[src/hdl/ssp_pkg.sv]
// Shared types and constants for the stepper slot positioner.
package ssp_pkg;

    // Fixed field and state widths
    localparam int SLOT_W  = 3;
    localparam int CNT_W   = 10;
    localparam int TDATA_W = 8;

    // Step count saturation limits
    localparam logic signed [CNT_W-1:0] CNT_MAX = 10'sd511;
    localparam logic signed [CNT_W-1:0] CNT_MIN = -10'sd512;

    // One tick as it enters the tracker
    typedef struct packed {
        logic              goal_write;
        logic [SLOT_W-1:0] goal_slot;
        logic              limit_pressed;
    } tick_t;

    // One result as it leaves the tracker
    typedef struct packed {
        logic              step_pulse;
        logic              step_forward;
        logic [SLOT_W-1:0] slot_now;
        logic              is_aligned;
        logic              goal_active;
    } result_t;

endpackage

[src/hdl/ssp_tracker.sv]
// Position state and single-pass next-state logic for one tick.
module ssp_tracker import ssp_pkg::*;
#(
    parameter int STEPS_PER_SLOT = 33,
    parameter int SLOTS          = 6
)
(
    input  logic    clk,
    input  logic    rst_n,
    input  logic    advance,
    input  logic    reverse_direction,
    input  tick_t   tick,
    output result_t result
);

    localparam int RW    = (STEPS_PER_SLOT > 1) ? $clog2(STEPS_PER_SLOT) : 1;
    localparam int SUM_W = SLOT_W + 1;

    localparam logic [RW-1:0]     M_LAST    = RW'(STEPS_PER_SLOT - 1);
    localparam logic [RW-1:0]     M_HALF    = RW'(STEPS_PER_SLOT / 2 - 1);
    localparam logic [SLOT_W-1:0] SLOT_LAST = SLOT_W'(SLOTS - 1);
    localparam logic [SUM_W-1:0]  SLOTS_S   = SUM_W'(SLOTS);
    localparam logic [SUM_W-1:0]  HALF_OFF  = SUM_W'(SLOTS / 2);

    // Step count, its residue modulo STEPS_PER_SLOT and floored quotient modulo SLOTS
    logic signed [CNT_W-1:0] cnt_reg, cnt_next;
    logic [RW-1:0]           res_reg, res_next;
    logic [SLOT_W-1:0]       quo_reg, quo_next;
    logic                    half_reg, half_next;
    logic [SLOT_W-1:0]       cur_reg, cur_next;
    logic [SLOT_W-1:0]       tgt_reg, tgt_next;
    logic                    tv_reg, tv_next;
    logic                    fwd_last_reg, fwd_last_next;

    logic                    aligned;
    logic                    round_up;
    logic [SUM_W-1:0]        sum;
    logic [SLOT_W-1:0]       slot_calc;
    logic                    pulse;
    logic                    fwd;

    always_comb
    begin
        cnt_next      = cnt_reg;
        res_next      = res_reg;
        quo_next      = quo_reg;
        half_next     = half_reg;
        tgt_next      = tgt_reg;
        tv_next       = tv_reg;
        fwd_last_next = fwd_last_reg;
        pulse         = 1'b0;
        fwd           = 1'b0;

        // Goal load, out-of-range slots ignored
        if (tick.goal_write && ({1'b0, tick.goal_slot} < SLOTS_S))
        begin
            tgt_next = tick.goal_slot;
            tv_next  = 1'b1;
        end

        // Limit press: zero the count, maybe flip the half-turn flag
        if (tick.limit_pressed)
        begin
            if (fwd_last_reg != reverse_direction)
                half_next = ~half_reg;
            cnt_next = '0;
            res_next = '0;
            quo_next = '0;
        end

        // Slot recomputation near a boundary
        aligned  = (res_next <= RW'(1)) || (res_next >= M_LAST);
        round_up = (res_next > M_HALF);
        sum      = {1'b0, quo_next} + SUM_W'(round_up) + (half_next ? '0 : HALF_OFF);
        if (sum >= SLOTS_S)
            sum = sum - SLOTS_S;
        slot_calc = sum[SLOT_W-1:0];
        cur_next  = aligned ? slot_calc : cur_reg;

        // One step toward the goal, or retire the goal
        if (!tv_next || (cur_next == tgt_next))
        begin
            tv_next = 1'b0;
        end
        else
        begin
            pulse         = 1'b1;
            fwd           = (cur_next < tgt_next);
            fwd_last_next = fwd;
            if (fwd)
            begin
                if (cnt_next < CNT_MAX)
                begin
                    cnt_next = cnt_next + 10'sd1;
                    if (res_next == M_LAST)
                    begin
                        res_next = '0;
                        quo_next = (quo_next == SLOT_LAST) ? '0 : quo_next + SLOT_W'(1);
                    end
                    else
                    begin
                        res_next = res_next + RW'(1);
                    end
                end
            end
            else
            begin
                if (cnt_next > CNT_MIN)
                begin
                    cnt_next = cnt_next - 10'sd1;
                    if (res_next == '0)
                    begin
                        res_next = M_LAST;
                        quo_next = (quo_next == '0) ? SLOT_LAST : quo_next - SLOT_W'(1);
                    end
                    else
                    begin
                        res_next = res_next - RW'(1);
                    end
                end
            end
        end

        result.step_pulse   = pulse;
        result.step_forward = fwd;
        result.slot_now     = cur_next;
        result.is_aligned   = aligned;
        result.goal_active  = tv_next;
    end

    // State registers, updated once per accepted tick
    always_ff @(posedge clk or negedge rst_n)
    begin
        if (!rst_n)
        begin
            cnt_reg      <= '0;
            res_reg      <= '0;
            quo_reg      <= '0;
            half_reg     <= 1'b1;
            cur_reg      <= '0;
            tgt_reg      <= '0;
            tv_reg       <= 1'b0;
            fwd_last_reg <= 1'b1;
        end
        else if (advance)
        begin
            cnt_reg      <= cnt_next;
            res_reg      <= res_next;
            quo_reg      <= quo_next;
            half_reg     <= half_next;
            cur_reg      <= cur_next;
            tgt_reg      <= tgt_next;
            tv_reg       <= tv_next;
            fwd_last_reg <= fwd_last_next;
        end
    end

endmodule

[src/hdl/stepper_slot_positioner_top.sv]
// Top level of the stepper slot positioner: stream ports, input and result registers.
//
// The block takes one tick transaction per clock cycle on the s_ side and returns
// exactly one result per tick on the m_ side, registered in the input register and
// then in the result register. Throughput is one tick per cycle while the output is
// not stalled: the step count is kept together with its residue modulo STEPS_PER_SLOT
// and its quotient modulo SLOTS, so the whole tick, from goal load to step issue, is
// computed combinationally between the input register and the result register.
// While the result register waits, the input register can still take one more tick;
// a longer output stall holds s_tready low until the waiting result is taken. The user
// must write reverse_direction on the cfg_ channel only while idle; it is not enforced.
module stepper_slot_positioner_top import ssp_pkg::*;
#(
    parameter int STEPS_PER_SLOT = 33,
    parameter int SLOTS          = 6
)
(
    input  logic               clk,
    input  logic               rst_n,
    // cfg_data: reverse_direction
    input  logic               cfg_valid,
    output logic               cfg_ready,
    input  logic               cfg_data,
    input  logic               s_tvalid,
    output logic               s_tready,
    // s_tdata: [0] goal_write, [3:1] goal_slot, [4] limit_pressed, [7:5] zero
    input  logic [TDATA_W-1:0] s_tdata,
    output logic               m_tvalid,
    input  logic               m_tready,
    // m_tdata: [0] step_pulse, [1] step_forward, [4:2] slot_now, [5] is_aligned,
    //          [6] goal_active, [7] zero
    output logic [TDATA_W-1:0] m_tdata
);

    logic    rev_dir_reg;
    logic    in_valid_reg;
    tick_t   in_tick_reg;
    logic    out_valid_reg;
    result_t out_res_reg;
    result_t res;
    logic    advance;

    // Configuration register
    assign cfg_ready = 1'b1;

    always_ff @(posedge clk or negedge rst_n)
    begin
        if (!rst_n)
            rev_dir_reg <= 1'b0;
        else if (cfg_valid)
            rev_dir_reg <= cfg_data;
    end

    // Handshake: a tick moves on when the result register is free or draining
    assign advance  = in_valid_reg && (!out_valid_reg || m_tready);
    assign s_tready = !in_valid_reg || advance;

    // Input register
    always_ff @(posedge clk or negedge rst_n)
    begin
        if (!rst_n)
            in_valid_reg <= 1'b0;
        else if (s_tready)
            in_valid_reg <= s_tvalid;
    end

    always_ff @(posedge clk)
    begin
        if (s_tready && s_tvalid)
        begin
            in_tick_reg.goal_write    <= s_tdata[0];
            in_tick_reg.goal_slot     <= s_tdata[3:1];
            in_tick_reg.limit_pressed <= s_tdata[4];
        end
    end

    ssp_tracker #(
        .STEPS_PER_SLOT (STEPS_PER_SLOT),
        .SLOTS          (SLOTS)
    ) u_tracker (
        .clk               (clk),
        .rst_n             (rst_n),
        .advance           (advance),
        .reverse_direction (rev_dir_reg),
        .tick              (in_tick_reg),
        .result            (res)
    );

    // Result register
    always_ff @(posedge clk or negedge rst_n)
    begin
        if (!rst_n)
            out_valid_reg <= 1'b0;
        else if (advance)
            out_valid_reg <= 1'b1;
        else if (m_tready)
            out_valid_reg <= 1'b0;
    end

    always_ff @(posedge clk)
    begin
        if (advance)
            out_res_reg <= res;
    end

    assign m_tvalid = out_valid_reg;
    assign m_tdata  = {1'b0, out_res_reg.goal_active, out_res_reg.is_aligned,
                       out_res_reg.slot_now, out_res_reg.step_forward,
                       out_res_reg.step_pulse};

endmodule

[config.mk]
export PLATFORM = sky130hd
export DESIGN_NAME = stepper_slot_positioner_top
export DESIGN_NICKNAME = d
export VERILOG_FILES = /design/src/hdl/ssp_pkg.sv /design/src/hdl/ssp_tracker.sv /design/src/hdl/stepper_slot_positioner_top.sv
export SDC_FILE = /design/constraint.sdc
export NUM_CORES = 1
export LEC_CHECK = 0
export ABC_AREA = 1
export CORE_MARGIN = 4
export CORE_UTILIZATION = 40
export CTS_CLUSTER_DIAMETER = 30
export CTS_CLUSTER_SIZE = 25
export DETAILED_ROUTE_END_ITERATION = 12
export DONT_BUFFER_PORTS = 1
export PLACE_DENSITY = 0.67
export SLEW_MARGIN = 20
export SYNTH_ARGS = -nofsm -noshare
export SYNTH_HDL_FRONTEND = slang
export SYNTH_SLANG_ARGS = --single-unit
export TNS_END_PERCENT = 30
[constraint.sdc]
create_clock -name clk -period 3.51 [get_ports clk]
set_input_delay 0.1755 -clock clk [delete_from_list [all_inputs] [get_ports clk]]
set_output_delay 0.1755 -clock clk [all_outputs]
set_load 0.05 [all_outputs]
==> impl_metrics.yaml, run 1 <==
run_status:
  outcome: "complete, no violations"
layout:
  n_antenna_cell: 0
  final-seq-area_mm2: 0.001139
  fillCellCount: 771
  final_cell_count_no_fill: 631
  finish.instance_area_mm2: 0.004079
  largest_register_ffs: 10
  drive_gt1_share_pct: 24.33
  mostFrequentLayoutCells: "nand2_1 (162), inv_1 (46), nand3_1 (46)"
  multi_input_area_mm2: 0.002076
  nets: 550
  area_delta_synth_final_pct: 21.69
  final_common_cell: "nand2_1"
  post-route-util_pct: 49.89
logic_synthesis:
  synth-seq-area-share_pct: 33.97
  synth.distinct_cells: 40
  synth_seq_cells: 43
  syn_nets: 512
  synth-edff-count: 12
  async_reset_ff_share_pct: 72.09
  syn_area_per_cell_um2: 6.883
  synth_area_mm2: 0.003352
  ys_dominant_reg_cell: "dfrtp_1"
  synthCells: 487
  ys_warn_count: 0
global_route:
  antenna_found_initial: 0
  grt_pass1_vias: 3111
  track_usage_pct: 18.36
  use_met3_pct: 2.735
  grt-ovfl-total: 0
  grt_max_degree: 32
  use_met2_pct: 30.73
  grt_pass1_wl_um: 14710
  busiest_layer: "met2"
  met1_usage_pct: 24.53
critical_path:
  slowest_stage: "dfstp_2"
  critPathMaxStageDelay_ps: 550
  reg2reg_slack_ps: 20
  path_delay_family: "simple AND/OR/NAND/NOR gates"
  r2r_end: "u_tracker.cnt_reg[2]$_DFFE_PN0P_"
  cp_max_fo: 5
  cp.arrival_ps: 3680
  r2r_cells: 28
  cp-end-kind: "register"
  cp.required_ps: 3710
  crit_top_cell: "nand2_2"
  r2r-start: "u_tracker.fwd_last_reg$_DFFE_PN1P_"
  worst_setup_path_start_kind: "register"
  worstSetupPathType: "reg -> reg"
  crit_buf_inv: 6
min_path:
  hold_start: "cfg_data"
  hold_path_depth: 1
  worstHoldPathType: "in -> reg"
  min_to: "rev_dir_reg$_DFFE_PN0P_"
clocking:
  clock_path_buffers: 2
  clock_sinks: 43
  cts_made_buffers: 5
  clk_latency_ps: 310
  cts.clk_slew.worst_paths_ps: 90
  htreeDepth: 2
  cts_tree: "done"
  clock-root-buffer: "clkbuf_8"
power_and_ir_drop:
  peakVddDrop_mv: 0.4683
  power_density_mw_per_mm2: 1186
  leakage_uw: 0.002065
  total_power_uw: 4836
timing:
  drv_slew: 0
  whs_ps: 18.30
  worst_pin_slew_ps: 605.8
  rsz0062_at_grt: "yes"
  finalClockSkew_ps: 17.97
  relSlewSlack_pct: 59.50
  period_needed_ps: 3485
  fmax_mhz: 286.9
  hold_viol_final: 0
  post-route-period-util_pct: 99.30
  setup_viol: 0
drt:
  vias_per_cell: 5.212
  drc: 0
  drtIter0Drc: 300
  routedWlPerCell_um: 13.76
  final_antenna_net_count: 0
  via_count: 3289
  firstDrtPassIters: 5
  drt_wl_total_um: 8685
floorplanning:
  die_w_um: 99.54
  rows: 33
  die_area_mm2: 0.009908
  coreArea_mm2: 0.008175
  fp.dieH_um: 99.54
  initial_utilization_pct: 41.00
  io_pins: 25
flow_run:
  maxCapViolations: 0
placement:
  dp_cells: 607
  dp_hpwl_um: 6225
  place_area_mm2: 0.003626
  place_congestion: 0.9556
  port-buffer-count: 0
==> logic make-up (layout without fill, tap and decap cells) <==
logic type               after synthesis  count (layout)  synth area share [%]
AND/OR/NAND/NOR                      305             305                 42.14
buffers and inverters                 72             111                 8.996
AO/OA/AOI/OAI                         45              45                 7.839
flip-flops                            43              43                 33.97
adder cells (fa/ha/maj)               11              11                 4.106
XOR/XNOR                               6               6                 1.792
multiplexers                           3               3                0.9332
other                                  2               2                0.2240
==> per-layer routing <==
metal / vias to the layer above / routed length (µm)
met5: - / 0
met4: 0 / 141
met3: 16 / 422
met2: 102 / 4088
met1: 1542 / 4032
li1: 1629 / -
==> through the flow <==
step / worst slack (ps) / setup TNS [ps]
after floorplan: 48.77 / 0
after global placement: -123.0 / -931.6
after detailed placement: -223.3 / -2579
after CTS: -4.360 / -4.360
after global routing: -212.8 / -2787
final: 24.73 / 0
==> repair_timing <==
| action | CTS | global route |
|---|---|---|
| buffers inserted | 4 | 4 |
| gates cloned | 0 | 0 |
| hold buffers | 8 | 0 |
| setup endpoints to repair | 21 | 23 |
| endpoints found under the hold margin | 37 | 0 |
| gates resized for setup | 25 | 28 |
| pin swaps | 9 | 12 |
==> area by class of cell <==
class,instances,area share (%)
Tap cell,105,3.221
Inverter,59,5.552
Timing Repair Buffer,44,9.601
Multi-Input combinational cell,372,50.89
Clock buffer,5,1.687
Sequential cell,43,27.91
Clock inverter,3,1.135
==> synthesized netlist by cell type (4+ instances only) <==
cell type | instances | area share (%)
dfrtp_1 | 29 | 22
nand2_4 | 4 | 1.3
buf_2 | 4 | 0.60
nand2_1 | 177 | 20
nand3_1 | 49 | 7.3
o21ai_0 | 15 | 2.2
nand4_1 | 14 | 2.6
nand2_2 | 9 | 1.7
o21ai_1 | 7 | 1.0
ha_1 | 11 | 4.1
inv_1 | 53 | 5.9
xor2_1 | 5 | 1.3
o21ai_2 | 4 | 1.0
inv_2 | 6 | 0.67
nor2_2 | 6 | 1.1
edfxtp_1 | 12 | 11
nor2_1 | 32 | 3.6
a21oi_1 | 13 | 1.9
==> worst max path at each step <==
stage | startpoint | end | slack, ps | depth (start not counted)
finish | u_tracker.fwd_last_reg$_DFFE_PN1P_ | u_tracker.cnt_reg[2]$_DFFE_PN0P_ | 20 | 28
CTS | u_tracker.fwd_last_reg$_DFFE_PN1P_ | u_tracker.res_reg[0]$_DFFE_PN0P_ | -4 | 31
floorplan | in_tick_reg[0]$_DFFE_PP_ | u_tracker.cnt_reg[5]$_DFFE_PN0P_ | 50 | 27
global route | u_tracker.fwd_last_reg$_DFFE_PN1P_ | u_tracker.cnt_reg[2]$_DFFE_PN0P_ | -210 | 28
detailed placement | u_tracker.fwd_last_reg$_DFFE_PN1P_ | u_tracker.cnt_reg[2]$_DFFE_PN0P_ | -220 | 26
global placement | u_tracker.fwd_last_reg$_DFFE_PN1P_ | u_tracker.cnt_reg[2]$_DFFE_PN0P_ | -120 | 26
==> report_power, final <==
| part | total (µW) | internal (µW) | switching, µW | leakage (µW) |
|---|---|---|---|---|
| Sequential | 1040 | 747 | 293 | 0.000505 |
| Clock | 416 | 215 | 201 | 0.0000548 |
| Combinational | 3380 | 1430 | 1940 | 0.00151 |
| Total | 4840 | 2400 | 2440 | 0.00207 |
(Power assumes the default switching activity.)
==> run 2: changes to the inputs <==
--- a/config.mk
+++ b/config.mk
@@ -8,11 +8,12 @@
 export ABC_AREA = 1
 export CORE_MARGIN = 4
 export CORE_UTILIZATION = 40
+export CTS_BUF_LIST = sky130_fd_sc_hd__clkbuf_8
 export CTS_CLUSTER_DIAMETER = 30
 export CTS_CLUSTER_SIZE = 25
 export DETAILED_ROUTE_END_ITERATION = 12
 export DONT_BUFFER_PORTS = 1
-export PLACE_DENSITY = 0.67
+export PLACE_DENSITY = 0.65
 export SLEW_MARGIN = 20
 export SYNTH_ARGS = -nofsm -noshare
 export SYNTH_HDL_FRONTEND = slang
==> constraint.sdc (replaced) <==
create_clock -name clk -period 3.45 [get_ports clk]
set_input_delay 0.1725 -clock clk [delete_from_list [all_inputs] [get_ports clk]]
set_output_delay 0.1725 -clock clk [all_outputs]
set_load 0.05 [all_outputs]
==> impl_metrics.yaml, run 2 (same netlist as run 1, synthesis figures left out) <==
run_status:
  violations: "setup timing"
  outcome: "finished with violations"
placement:
  dp_hpwl_um: 6432
  port-buffer-count: 0
  place_area_mm2: 0.003666
  dp_cells: 612
  place_congestion: 0.9173
timing:
  worst_pin_slew_ps: 586.5
  hold_viol_final: 0
  period_needed_ps: 3493
  drv_slew: 0
  fmax_mhz: 286.3
  post-route-period-util_pct: 101.2
  whs_ps: 18.17
  relSlewSlack_pct: 60.79
  worst_slack_ps: -42.59
  setup_viol: 5
  finalClockSkew_ps: 9.309
  rsz0062_at_grt: "yes"
global_route:
  track_usage_pct: 18.36
  antenna_found_initial: 0
  grt_max_degree: 32
  grt_pass1_wl_um: 14750
  grt-ovfl-total: 0
  grt_pass1_vias: 3169
layout:
  finish.instance_area_mm2: 0.004088
  nets: 554
  final_cell_count_no_fill: 634
  final_common_cell: "nand2_1"
  mostFrequentLayoutCells: "nand2_1 (163), inv_1 (46), nand3_1 (45)"
  n_antenna_cell: 0
  area_delta_synth_final_pct: 21.95
  post-route-util_pct: 50.00
  multi_input_area_mm2: 0.002092
  largest_register_ffs: 10
  drive_gt1_share_pct: 24.95
  fillCellCount: 810
  final-seq-area_mm2: 0.001139
floorplanning:
  die_area_mm2: 0.009908
  rows: 33
  fp.dieH_um: 99.54
  io_pins: 25
  die_w_um: 99.54
  coreArea_mm2: 0.008175
  initial_utilization_pct: 41.00
clocking:
  cts_tree: "done"
  clock_sinks: 43
  clock_path_buffers: 2
  clk_latency_ps: 300
  cts_made_buffers: 5
  htreeDepth: 2
  cts.clk_slew.worst_paths_ps: 90
  clock-root-buffer: "clkbuf_8"
drt:
  drtIter0Drc: 162
  drt_wl_total_um: 8829
  final_antenna_net_count: 0
  firstDrtPassIters: 8
  routedWlPerCell_um: 13.93
  via_count: 3217
  top_layer: "met4"
  wl_met2_um: 4102
  drc: 0
  met1Wirelength_um: 4237
  vias_per_cell: 5.074
  met3_wirelength_um: 316
min_path:
  worstHoldPathType: "in -> reg"
critical_path:
  cp-end-kind: "register"
  worst_setup_path_start_kind: "register"
  cp_max_fo: 5
  slowest_stage: "dfstp_2"
  cp.arrival_ps: 3690
  critPathMaxStageDelay_ps: 540
  worstSetupPathType: "reg -> reg"
  cp.required_ps: 3650
  crit_top_cell: "nand2_2"
flow_run:
  maxCapViolations: 0
-- run 2: cell types whose count changed in the layout (fill, tap and decap cells not counted), sizes merged --
cell / previous run / this run
buf: 37 / 41
bufinv: 1 / 0
clkinv: 0 / 1
clkinvlp: 1 / 0
-- run 2: critical path, delay by kind of cell, from the launching register on --
kind	cells	cell delay, ps
and+or+nand+nor	18	1200
DFF	1	540
adders and majority gates	3	630
xor gates and xnor gates	3	550
buffers and inverters	7	460
-- run 2: per-stage QoR --
stage               setup slack (ps)  setup TNS, ps
floorplan                      13.10              0
global placement              -153.2          -1941
detailed placement            -295.5          -4600
CTS                           -86.26         -613.6
global route                  -292.0          -4727
finish                        -42.59         -162.0
-- run 2: layout make-up --
cell class,count,share of cell area [%]
multi-input combinational,372,51.18
sequential,43,27.85
timing repair buffer,48,10.22
inverter,59,5.540
tap,105,3.214
clock buffer,5,1.684
clock inverter,2,0.3061
-- run 2: final timing paths --
kind / end / start / slack (ps) / depth (start not counted)
setup / recovery: u_tracker.res_reg[0]$_DFFE_PN0P_ / u_tracker.fwd_last_reg$_DFFE_PN1P_ / -40 / 31
hold / removal: rev_dir_reg$_DFFE_PN0P_ / cfg_data / 20 / 1
setup reg to reg: u_tracker.res_reg[0]$_DFFE_PN0P_ / u_tracker.fwd_last_reg$_DFFE_PN1P_ / -40 / 31
hold reg to reg: u_tracker.cur_reg[1]$_DFFE_PN0P_ / u_tracker.cur_reg[1]$_DFFE_PN0P_ / 490 / 2
max in group asynchronous: u_tracker.fwd_last_reg$_DFFE_PN1P_ / rst_n / 2880 / 2
min in group asynchronous: u_tracker.res_reg[2]$_DFFE_PN0P_ / rst_n / 310 / 2
-- run 2: repair_timing --
item | in CTS | in global routing
endpoints found under the hold margin | 37 | 0
setup buffers | 5 | 2
pin swaps | 21 | 13
endpoints found under the setup margin | 22 | 21
hold buffers | 8 | 0
resized for setup | 40 | 15
-- run 2: layer usage --
metal  vias to the layer above  track usage [%]
met5                         -                0
met1                      1489            24.00
met4                         0            6.723
met2                        74            30.42
met3                        14            3.156
li1                       1640                -
Power of run 2 is not shown: default switching activity piles up to over one toggle a cycle in this logic, so the estimate is an artifact.
